## config.mk

```make
export PLATFORM = sky130hd
export DESIGN_NAME = bitmap_run_allocator
export DESIGN_NICKNAME = d
export VERILOG_FILES = /design/src/rtl/bra_pkg.sv /design/src/rtl/bra_word_scan.sv /design/src/rtl/bitmap_run_allocator.sv
export SDC_FILE = /design/constraint.sdc
export NUM_CORES = 2
export LEC_CHECK = 0
export BUFFER_PORTS_ARGS = -buffer_cell sky130_fd_sc_hd__buf_2
export CAP_MARGIN = 40
export CORE_ASPECT_RATIO = 0.7
export CORE_UTILIZATION = 45
export CTS_BUF_LIST = sky130_fd_sc_hd__clkbuf_4
export DETAILED_ROUTE_END_ITERATION = 7
export PLACE_DENSITY = 0.56
export SYNTH_ARGS = -nofsm -noshare
export SYNTH_HDL_FRONTEND = slang
export SYNTH_HIERARCHICAL = 1
export SYNTH_SLANG_ARGS = --single-unit
```

## constraint.sdc

```tcl
create_clock -name i_clk -period 11.2 [get_ports i_clk]
set_input_delay 0.56 -clock i_clk [delete_from_list [all_inputs] [get_ports i_clk]]
set_output_delay 0.56 -clock i_clk [all_outputs]
set_load 0.02 [all_outputs]
```

## src/rtl/bra_pkg.sv

```systemverilog
package bra_pkg;

    localparam int MAP_BITS_DEF = 1024;
    localparam int WORD_BITS    = 32;
    localparam int WSEL_W       = 5;
    localparam int CNT_W        = 11;
    localparam int IDX_W        = 21;
    localparam int BASE_W       = 20;
    localparam int BYTES_W      = 8;
    localparam int CFG_IDX_W    = 2;
    localparam int BYTES_RST    = 128;

    localparam logic [1:0] OP_TEST  = 2'd0;
    localparam logic [1:0] OP_WRITE = 2'd1;
    localparam logic [1:0] OP_ALLOC = 2'd2;

    localparam logic [1:0] ST_OK    = 2'd0;
    localparam logic [1:0] ST_RANGE = 2'd1;
    localparam logic [1:0] ST_NONE  = 2'd2;

    localparam logic [CFG_IDX_W-1:0] CFG_BASE  = 2'd0;
    localparam logic [CFG_IDX_W-1:0] CFG_BYTES = 2'd1;

    typedef struct packed {
        logic              hit;
        logic [WSEL_W-1:0] idx;
    } t_scan_res;

endpackage

```

## src/rtl/bra_word_scan.sv

```systemverilog
module bra_word_scan #(
    parameter int AW = 5,
    parameter int CW = 11
) (
    input  logic [bra_pkg::WORD_BITS-1:0] i_data,
    input  logic [AW-1:0]                 i_addr,
    input  logic [bra_pkg::CNT_W-1:0]     i_carry,
    input  logic [CW-1:0]                 i_used,
    input  logic [bra_pkg::CNT_W-1:0]     i_count,
    output bra_pkg::t_scan_res            o_res,
    output logic [bra_pkg::CNT_W-1:0]     o_carry
);
    import bra_pkg::*;

    localparam int PW = AW + WSEL_W;
    localparam int XW = (PW > CW) ? PW : CW;
    localparam int RW = CNT_W + 1;

    logic [WORD_BITS-1:0] free_v;
    logic [WORD_BITS-1:0] hit_v;
    logic [RW-1:0]        run_v [WORD_BITS];

    // free run ending at each bit: carry joins only if the word prefix is all free
    always_comb begin
        logic [WSEL_W:0] last;
        for (int j = 0; j < WORD_BITS; j++) begin
            free_v[j] = !i_data[j] &&
                        (XW'({i_addr, WSEL_W'(j)}) < XW'(i_used));
        end
        for (int j = 0; j < WORD_BITS; j++) begin
            last = '0;
            for (int k = 0; k <= j; k++) begin
                if (!free_v[k]) begin
                    last = (WSEL_W + 1)'(k + 1);
                end
            end
            if (last == '0) begin
                run_v[j] = RW'(i_carry) + RW'(j + 1);
            end else begin
                run_v[j] = RW'(j + 1) - RW'(last);
            end
            hit_v[j] = run_v[j] >= RW'(i_count);
        end
    end

    always_comb begin
        o_res.hit = |hit_v;
        o_res.idx = '0;
        for (int j = WORD_BITS - 1; j >= 0; j--) begin
            if (hit_v[j]) begin
                o_res.idx = WSEL_W'(j);
            end
        end
        o_carry = run_v[WORD_BITS-1][CNT_W-1:0];
    end

endmodule

```

## src/rtl/bitmap_run_allocator.sv

```systemverilog
// First-fit bitmap allocator, one occupancy bit per page, held in a
// 32-bit-wide synchronous RAM of ceil(MAP_BITS/32) words.
// Request channel (i_in_valid/o_in_ready): op, item_index, bit_value,
// run_length. Response channel (o_out_valid/i_out_ready): bit_read,
// run_start, status; exactly one response beat per request beat.
// Config channel (i_cfg_valid/o_cfg_ready, always ready): index 0 is
// base_index, index 1 is bytes_in_use; write only while idle.
// Test and write read the RAM word, then modify/write it. An allocation
// scans the words in use one per cycle, then rewrites the words of the
// found run one per cycle; a miss answers once the last word in use has
// been scanned. Errors that need no RAM access answer straight from idle.
// One request is in flight at a time; the next is accepted while the
// previous response still waits in the output register. A stalled
// receiver holds the response and blocks completion of the next request.
// Reset clears the map by writing zero to every RAM word, during which
// no request is accepted; registers reset to base 0 and 128 bytes in use.
module bitmap_run_allocator #(
    parameter int MAP_BITS = bra_pkg::MAP_BITS_DEF
) (
    input  logic                         i_clk,
    input  logic                         i_rst_n,
    input  logic                         i_in_valid,
    output logic                         o_in_ready,
    input  logic [1:0]                   i_op,
    input  logic [bra_pkg::IDX_W-1:0]    i_item_index,
    input  logic                         i_bit_value,
    input  logic [bra_pkg::CNT_W-1:0]    i_run_length,
    output logic                         o_out_valid,
    input  logic                         i_out_ready,
    output logic                         o_bit_read,
    output logic [bra_pkg::IDX_W-1:0]    o_run_start,
    output logic [1:0]                   o_status,
    input  logic                         i_cfg_valid,
    output logic                         o_cfg_ready,
    input  logic [bra_pkg::CFG_IDX_W-1:0] i_cfg_index,
    input  logic [bra_pkg::BASE_W-1:0]   i_cfg_data
);
    import bra_pkg::*;

    localparam int WORDS = (MAP_BITS + WORD_BITS - 1) / WORD_BITS;
    localparam int AW    = (WORDS > 1) ? $clog2(WORDS) : 1;
    localparam int PW    = AW + WSEL_W;
    localparam int CW    = $clog2(MAP_BITS + 1);
    localparam int NW    = (CW > CNT_W) ? CW : CNT_W;
    localparam int QW    = (PW > CNT_W) ? PW + 1 : CNT_W + 1;

    localparam logic [2:0] S_CLEAR = 3'd0;
    localparam logic [2:0] S_IDLE  = 3'd1;
    localparam logic [2:0] S_TW    = 3'd2;
    localparam logic [2:0] S_SCAN  = 3'd3;
    localparam logic [2:0] S_FILL  = 3'd4;
    localparam logic [2:0] S_DONE  = 3'd5;

    logic [WORD_BITS-1:0] r_mem [WORDS];
    logic [WORD_BITS-1:0] r_rdata;
    logic                 mem_we;
    logic [AW-1:0]        mem_wa;
    logic [AW-1:0]        mem_ra;
    logic [WORD_BITS-1:0] mem_wd;

    logic [2:0]           r_state, n_state;
    logic [AW:0]          r_ra, n_ra;
    logic                 r_pend, n_pend;
    logic [AW-1:0]        r_pend_addr, n_pend_addr;
    logic [CNT_W-1:0]     r_carry, n_carry;
    logic [1:0]           r_op, n_op;
    logic                 r_val, n_val;
    logic [CNT_W-1:0]     r_cnt, n_cnt;
    logic [WSEL_W-1:0]    r_bitsel, n_bitsel;
    logic [AW-1:0]        r_waddr, n_waddr;
    logic [PW-1:0]        r_pos, n_pos;
    logic [PW-1:0]        r_end, n_end;
    logic                 r_res_bit, n_res_bit;
    logic [IDX_W-1:0]     r_res_start, n_res_start;
    logic [1:0]           r_res_status, n_res_status;
    logic                 r_out_valid, n_out_valid;
    logic                 r_out_bit, n_out_bit;
    logic [IDX_W-1:0]     r_out_start, n_out_start;
    logic [1:0]           r_out_status, n_out_status;
    logic [BASE_W-1:0]    r_base;
    logic [BYTES_W-1:0]   r_bytes;

    logic [NW-1:0]        bytes_bits;
    logic [CW-1:0]        used_bits;
    logic [CW:0]          used_round;
    logic [AW:0]          words_used;
    logic [IDX_W-1:0]     rel_idx;
    logic                 idx_bad;
    logic [QW-1:0]        hit_pos;
    logic [WORD_BITS-1:0] fill_mask;
    logic [WORD_BITS-1:0] tw_word;
    t_scan_res            scan_res;
    logic [CNT_W-1:0]     scan_carry;

    bra_word_scan #(
        .AW (AW),
        .CW (CW)
    ) u_scan (
        .i_data  (r_rdata),
        .i_addr  (r_pend_addr),
        .i_carry (r_carry),
        .i_used  (used_bits),
        .i_count (r_cnt),
        .o_res   (scan_res),
        .o_carry (scan_carry)
    );

    always_ff @(posedge i_clk) begin
        if (mem_we) begin
            r_mem[mem_wa] <= mem_wd;
        end
        r_rdata <= r_mem[mem_ra];
    end

    always_comb begin
        bytes_bits = NW'({r_bytes, 3'b000});
        if (bytes_bits > NW'(MAP_BITS)) begin
            used_bits = CW'(MAP_BITS);
        end else begin
            used_bits = bytes_bits[CW-1:0];
        end
        used_round = (CW + 1)'(used_bits) + (CW + 1)'(WORD_BITS - 1);
        words_used = (AW + 1)'(used_round >> WSEL_W);
        rel_idx    = i_item_index - IDX_W'(r_base);
        idx_bad    = (i_item_index < IDX_W'(r_base)) || (rel_idx >= IDX_W'(used_bits));
        hit_pos    = QW'({r_pend_addr, scan_res.idx}) + QW'(1) - QW'(r_cnt);
        for (int j = 0; j < WORD_BITS; j++) begin
            fill_mask[j] = ({r_pend_addr, WSEL_W'(j)} >= r_pos) &&
                           ({r_pend_addr, WSEL_W'(j)} <= r_end);
        end
        tw_word           = r_rdata;
        tw_word[r_bitsel] = r_val;
    end

    always_comb begin
        n_state      = r_state;
        n_ra         = r_ra;
        n_pend       = r_pend;
        n_pend_addr  = r_pend_addr;
        n_carry      = r_carry;
        n_op         = r_op;
        n_val        = r_val;
        n_cnt        = r_cnt;
        n_bitsel     = r_bitsel;
        n_waddr      = r_waddr;
        n_pos        = r_pos;
        n_end        = r_end;
        n_res_bit    = r_res_bit;
        n_res_start  = r_res_start;
        n_res_status = r_res_status;
        n_out_valid  = r_out_valid;
        n_out_bit    = r_out_bit;
        n_out_start  = r_out_start;
        n_out_status = r_out_status;
        mem_we       = 1'b0;
        mem_wa       = r_pend_addr;
        mem_wd       = r_rdata | fill_mask;
        mem_ra       = r_ra[AW-1:0];

        if (r_out_valid && i_out_ready) begin
            n_out_valid = 1'b0;
        end

        case (r_state)
            S_CLEAR: begin
                mem_we = 1'b1;
                mem_wa = r_ra[AW-1:0];
                mem_wd = '0;
                n_ra   = r_ra + 1'b1;
                if (r_ra == (AW + 1)'(WORDS - 1)) begin
                    n_state = S_IDLE;
                end
            end
            S_IDLE: begin
                n_op         = i_op;
                n_val        = i_bit_value;
                n_cnt        = i_run_length;
                n_bitsel     = rel_idx[WSEL_W-1:0];
                n_waddr      = rel_idx[PW-1:WSEL_W];
                mem_ra       = rel_idx[PW-1:WSEL_W];
                n_res_bit    = 1'b0;
                n_res_start  = '0;
                n_res_status = ST_OK;
                n_ra         = '0;
                n_pend       = 1'b0;
                n_carry      = '0;
                if (i_in_valid) begin
                    case (i_op)
                        OP_TEST, OP_WRITE: begin
                            if (idx_bad) begin
                                n_res_status = ST_RANGE;
                                n_state      = S_DONE;
                            end else begin
                                n_state = S_TW;
                            end
                        end
                        OP_ALLOC: begin
                            if (i_run_length == '0) begin
                                n_res_status = ST_RANGE;
                                n_state      = S_DONE;
                            end else if (used_bits == '0) begin
                                n_res_status = ST_NONE;
                                n_state      = S_DONE;
                            end else begin
                                n_state = S_SCAN;
                            end
                        end
                        default: begin
                            n_res_status = ST_RANGE;
                            n_state      = S_DONE;
                        end
                    endcase
                end
            end
            S_TW: begin
                if (r_op == OP_TEST) begin
                    n_res_bit = r_rdata[r_bitsel];
                end else begin
                    mem_we = 1'b1;
                    mem_wa = r_waddr;
                    mem_wd = tw_word;
                end
                n_state = S_DONE;
            end
            S_SCAN: begin
                if (r_ra < words_used) begin
                    n_ra        = r_ra + 1'b1;
                    n_pend      = 1'b1;
                    n_pend_addr = r_ra[AW-1:0];
                end else begin
                    n_pend = 1'b0;
                end
                if (r_pend) begin
                    n_carry = scan_carry;
                    if (scan_res.hit) begin
                        n_pos   = hit_pos[PW-1:0];
                        n_end   = PW'(hit_pos + QW'(r_cnt) - QW'(1));
                        n_ra    = (AW + 1)'(hit_pos[PW-1:WSEL_W]);
                        n_pend  = 1'b0;
                        n_state = S_FILL;
                    end else if ((AW + 1)'(r_pend_addr) + 1'b1 == words_used) begin
                        n_res_status = ST_NONE;
                        n_pend       = 1'b0;
                        n_state      = S_DONE;
                    end
                end
            end
            S_FILL: begin
                if (r_ra <= (AW + 1)'(r_end[PW-1:WSEL_W])) begin
                    n_ra        = r_ra + 1'b1;
                    n_pend      = 1'b1;
                    n_pend_addr = r_ra[AW-1:0];
                end else begin
                    n_pend = 1'b0;
                end
                if (r_pend) begin
                    mem_we = 1'b1;
                    if (r_pend_addr == r_end[PW-1:WSEL_W]) begin
                        n_res_start = IDX_W'(r_base) + IDX_W'(r_pos);
                        n_pend      = 1'b0;
                        n_state     = S_DONE;
                    end
                end
            end
            S_DONE: begin
                if (!r_out_valid || i_out_ready) begin
                    n_out_valid  = 1'b1;
                    n_out_bit    = r_res_bit;
                    n_out_start  = r_res_start;
                    n_out_status = r_res_status;
                    n_state      = S_IDLE;
                end
            end
            default: begin
                n_state = S_IDLE;
            end
        endcase
    end

    always_ff @(posedge i_clk) begin
        if (!i_rst_n) begin
            r_state     <= S_CLEAR;
            r_ra        <= '0;
            r_pend      <= 1'b0;
            r_out_valid <= 1'b0;
            r_base      <= '0;
            r_bytes     <= BYTES_W'(BYTES_RST);
        end else begin
            r_state     <= n_state;
            r_ra        <= n_ra;
            r_pend      <= n_pend;
            r_out_valid <= n_out_valid;
            if (i_cfg_valid) begin
                case (i_cfg_index)
                    CFG_BASE:  r_base  <= i_cfg_data;
                    CFG_BYTES: r_bytes <= i_cfg_data[BYTES_W-1:0];
                    default: begin
                    end
                endcase
            end
        end
    end

    always_ff @(posedge i_clk) begin
        r_pend_addr  <= n_pend_addr;
        r_carry      <= n_carry;
        r_op         <= n_op;
        r_val        <= n_val;
        r_cnt        <= n_cnt;
        r_bitsel     <= n_bitsel;
        r_waddr      <= n_waddr;
        r_pos        <= n_pos;
        r_end        <= n_end;
        r_res_bit    <= n_res_bit;
        r_res_start  <= n_res_start;
        r_res_status <= n_res_status;
        r_out_bit    <= n_out_bit;
        r_out_start  <= n_out_start;
        r_out_status <= n_out_status;
    end

    assign o_in_ready  = (r_state == S_IDLE);
    assign o_out_valid = r_out_valid;
    assign o_bit_read  = r_out_bit;
    assign o_run_start = r_out_start;
    assign o_status    = r_out_status;
    assign o_cfg_ready = 1'b1;

endmodule

```

==> results.sh <==
export IMPL_wl_per_cell_um=29.8
export IMPL_power_uw=21300
export IMPL_dp_cells=8794
export IMPL_slew_viol_final=0
export IMPL_drt_initial_drc_count=8131
export IMPL_grt_max_degree=150
export IMPL_core_area_sq_mm=0.159
export IMPL_grt_pass1_vias=55213
export IMPL_violations="DRC"
export IMPL_r2r_start="r_bytes[7]"
export IMPL_syn_area_sq_mm=0.0722
export IMPL_dieWidth_um=481
export IMPL_crit_buf_inv=9
export IMPL_die_h_um=337
export IMPL_max_cap_violations=0
export IMPL_cts_clk_slew_worst_paths_ps=70
export IMPL_powerDensity_mw_per_mm2=263
export IMPL_final_cell_mix="edfxtp_1, nand2_1, ha_1"
export IMPL_place_congestion=1.09
export IMPL_final_cells=9390
export IMPL_setup_viol=0
export IMPL_cp_startpoint="r_bytes[7]"
export IMPL_clockPowerShare_pct=17.2
export IMPL_clk_latency_ps=1230
export IMPL_die_area_sq_mm=0.162
export IMPL_vias=59678
export IMPL_cp_depth=43
export IMPL_viasPerCell=6.36
export IMPL_dp_hpwl_um=187000
export IMPL_pin_count=89
export IMPL_routed_wl_um=280000
export IMPL_numCtsBuffers=314
export IMPL_max_freq_mhz=93.0
export IMPL_finalHoldViolations=0
export IMPL_htree_levels=5
export IMPL_period_share_pct=96.0
export IMPL_start_kind="flop"
export IMPL_critical_path_class="reg2reg"
export IMPL_cp_end_kind="flop"
export IMPL_crit_slowest_cell="a311o_1"
export IMPL_crit_family="compound AO/OA/AOI/OAI gates"
export IMPL_cts_sinks=1203
export IMPL_required_ps=12170
export IMPL_skew_ps=126
export IMPL_mostFrequentLayoutCell="edfxtp_1"
export IMPL_areaGrowthSynthToFinish_pct=12.2
export IMPL_initial_core_util_pct=45.5
export IMPL_synth_seq_cells=1203
export IMPL_yosysWarnings=6
export IMPL_syn_inst=6728
export IMPL_crit_path_max_fanout=10
export IMPL_worst_hold_slack_ps=194
export IMPL_cts_tree="done"
export IMPL_sw_frac_of_total_pct=45.4
export IMPL_crit_end="r_end[9]"
export IMPL_synth_edf_count=1132
export IMPL_ys_types=120
export IMPL_overflow=0
export IMPL_layout_drive_gt1_share_pct=14.7
export IMPL_drc=6
export IMPL_worst_pin_slew_ps=1040
export IMPL_worst_r2r_path_depth=43
export IMPL_hold_class="in2reg"
export IMPL_ys_async_sr_fraction_pct=0
export IMPL_antenna_found_initial=9
export IMPL_grt_util_all_layers_pct=33.7
export IMPL_power_static_leakage_uw=0.0313
export IMPL_cts_root_buf="clkbuf_4"
export IMPL_final_nets=7672
export IMPL_critPathMaxStageDelay_ps=570
export IMPL_outcome="complete, but fails checks"
export IMPL_reg2reg_slack_ps=450
export IMPL_period_needed_ps=10750
export IMPL_syn_avg_cell_area_sq_um=10.7
export IMPL_worstReg2RegEnd="r_end[9]"
export IMPL_crit_arrival_ps=11720
export IMPL_drt_pass1_iter_count=8
export IMPL_power_net_switching_uw=9660
export IMPL_maxSlewHeadroom_pct=30.2
export IMPL_synthFlopType="edfxtp_1"
export IMPL_clockBufferDepth=4
export IMPL_tns_ps=0
export IMPL_seq_power_share_pct=29.3
export IMPL_row_count=122
export IMPL_io_buffers=87
export IMPL_ys_seq_area_share_pct=49.0
export IMPL_power_frac_comb_pct=53.5
export IMPL_grt_pass1_wl_um=398000
export IMPL_p_int_uw=11600
export IMPL_vdd_drop_max_uv=455
export IMPL_final_antenna_net_count=0
-- worst min-delay path by stage --
stage,startpoint,to,slack (ps),depth (start not counted)
floorplan,r_res_bit,o_bit_read,400,0
global placement,r_res_start[16],o_run_start[16],400,0
detailed placement,r_res_start[20],o_run_start[20],400,0
CTS,i_op[1],r_op[1],0.2,2
global route,i_item_index[0],r_bitsel[0],80,4
finish,i_op[1],r_op[1],190,2
-- timing repair --
item	CTS	global route
endpoints found under the setup margin	0	5
endpoints found under the hold margin	61	0
hold buffers	87	0
resized for setup	0	25
buffers inserted	0	2
-- power groups by stage --
stage,logic (uW),clock network [uW],registers [uW]
after floorplan,6950,0,6170
after global placement,10800,0,6320
after detailed placement,10900,0,6320
after CTS,11000,3750,6230
after global routing,12200,3970,6260
final,11400,3650,6240
-- synth_stat cells, drive strengths merged (13+ instances only) --
library cell,count,area [sq um]
nor4,64,544
nand4,34,228
inv,385,1450
o31a,15,131
a31oi,60,394
xnor2,171,1500
nor3,84,445
a311oi,208,1830
a211oi,223,1700
nand2b,61,382
o21a,40,300
nand3,232,1170
nor2b,50,313
or2,19,119
clkbuf,292,1100
o221ai,19,166
ha,512,6410
a31o,15,131
and3,53,332
nand2,607,2290
a21oi,443,2240
o211ai,150,1140
buf,134,753
edfxtp,1132,34000
and2,45,284
a2111oi,18,191
o2111ai,54,479
o21ai,245,1240
mux2,13,146
dfxtp,71,1420
a211o,14,123
xor2,96,841
or3,42,268
o22ai,50,313
nor2,417,1570
mux2i,327,3270
o31ai,13,97.6
a21o,110,826
-- stage by stage --
step	utilization [%]	setup slack, ps	cell area [sq um]
finish	51.0	452	81000
floorplan	-	1370	72200
CTS	50.9	196	80800
global placement	47.8	-177	76000
global route	51.0	-20.8	81000
detailed placement	48.1	228	76400
-- layer usage --
layer  wire (um)  GRT usage (%)  up-vias
met5         106              0        -
met4        4030           7.23        6
met3       35400           10.6      333
met2      109000           44.4     3439
met1      131000           52.6    29504
li1            -              -    26396
-- registers in the layout, summed over array words and instances, names as in the netlist, 2 cells and up --
signal,cells
r_ra,6
r_mem,1024
r_state,3
r_rdata,32
r_cnt,11
r_op,2
r_end,10
r_bitsel,5
r_carry,11
r_waddr,5
o_status,2
r_pend_addr,5
r_res_status,2
r_base,20
r_bytes,8
o_run_start,21
r_res_start,21
r_pos,10
-- logic make-up (layout without fill, tap and decap cells) --
family	after synthesis	in the layout	synth area share (%)
AOI/OAI and AO/OA	1800	1800	17.2
xor gates and xnor gates	269	269	3.30
adders and majority gates	516	516	8.98
buffers and inverters	814	1355	4.59
DFF	1203	1203	49.0
muxes	348	348	4.99
other	2	15	0.0104
and+or+nand+nor	1776	1776	11.9
-- layout make-up --
type,instances,area (sq um)
Inverter,388,1470
Multi-Input combinational cell,4717,34100
Tap cell,2108,2640
Sequential cell,1203,35400
Clock inverter,54,288
Fill cell,14449,77800
Timing Repair Buffer,470,3770
Antenna cell,7,17.5
Clock buffer,443,3330
-- worst reg2reg max path, delay by kind of cell (launching register included) --
kind / cells / cell delay [ps]
AO/OA/AOI/OAI: 17 / 4330
XOR/XNOR: 3 / 450
adder cells (fa/ha/maj): 6 / 1760
buffers and inverters: 9 / 1160
flip-flops: 1 / 320
AND/OR/NAND/NOR: 8 / 2460
(Power assumes the default switching activity.)
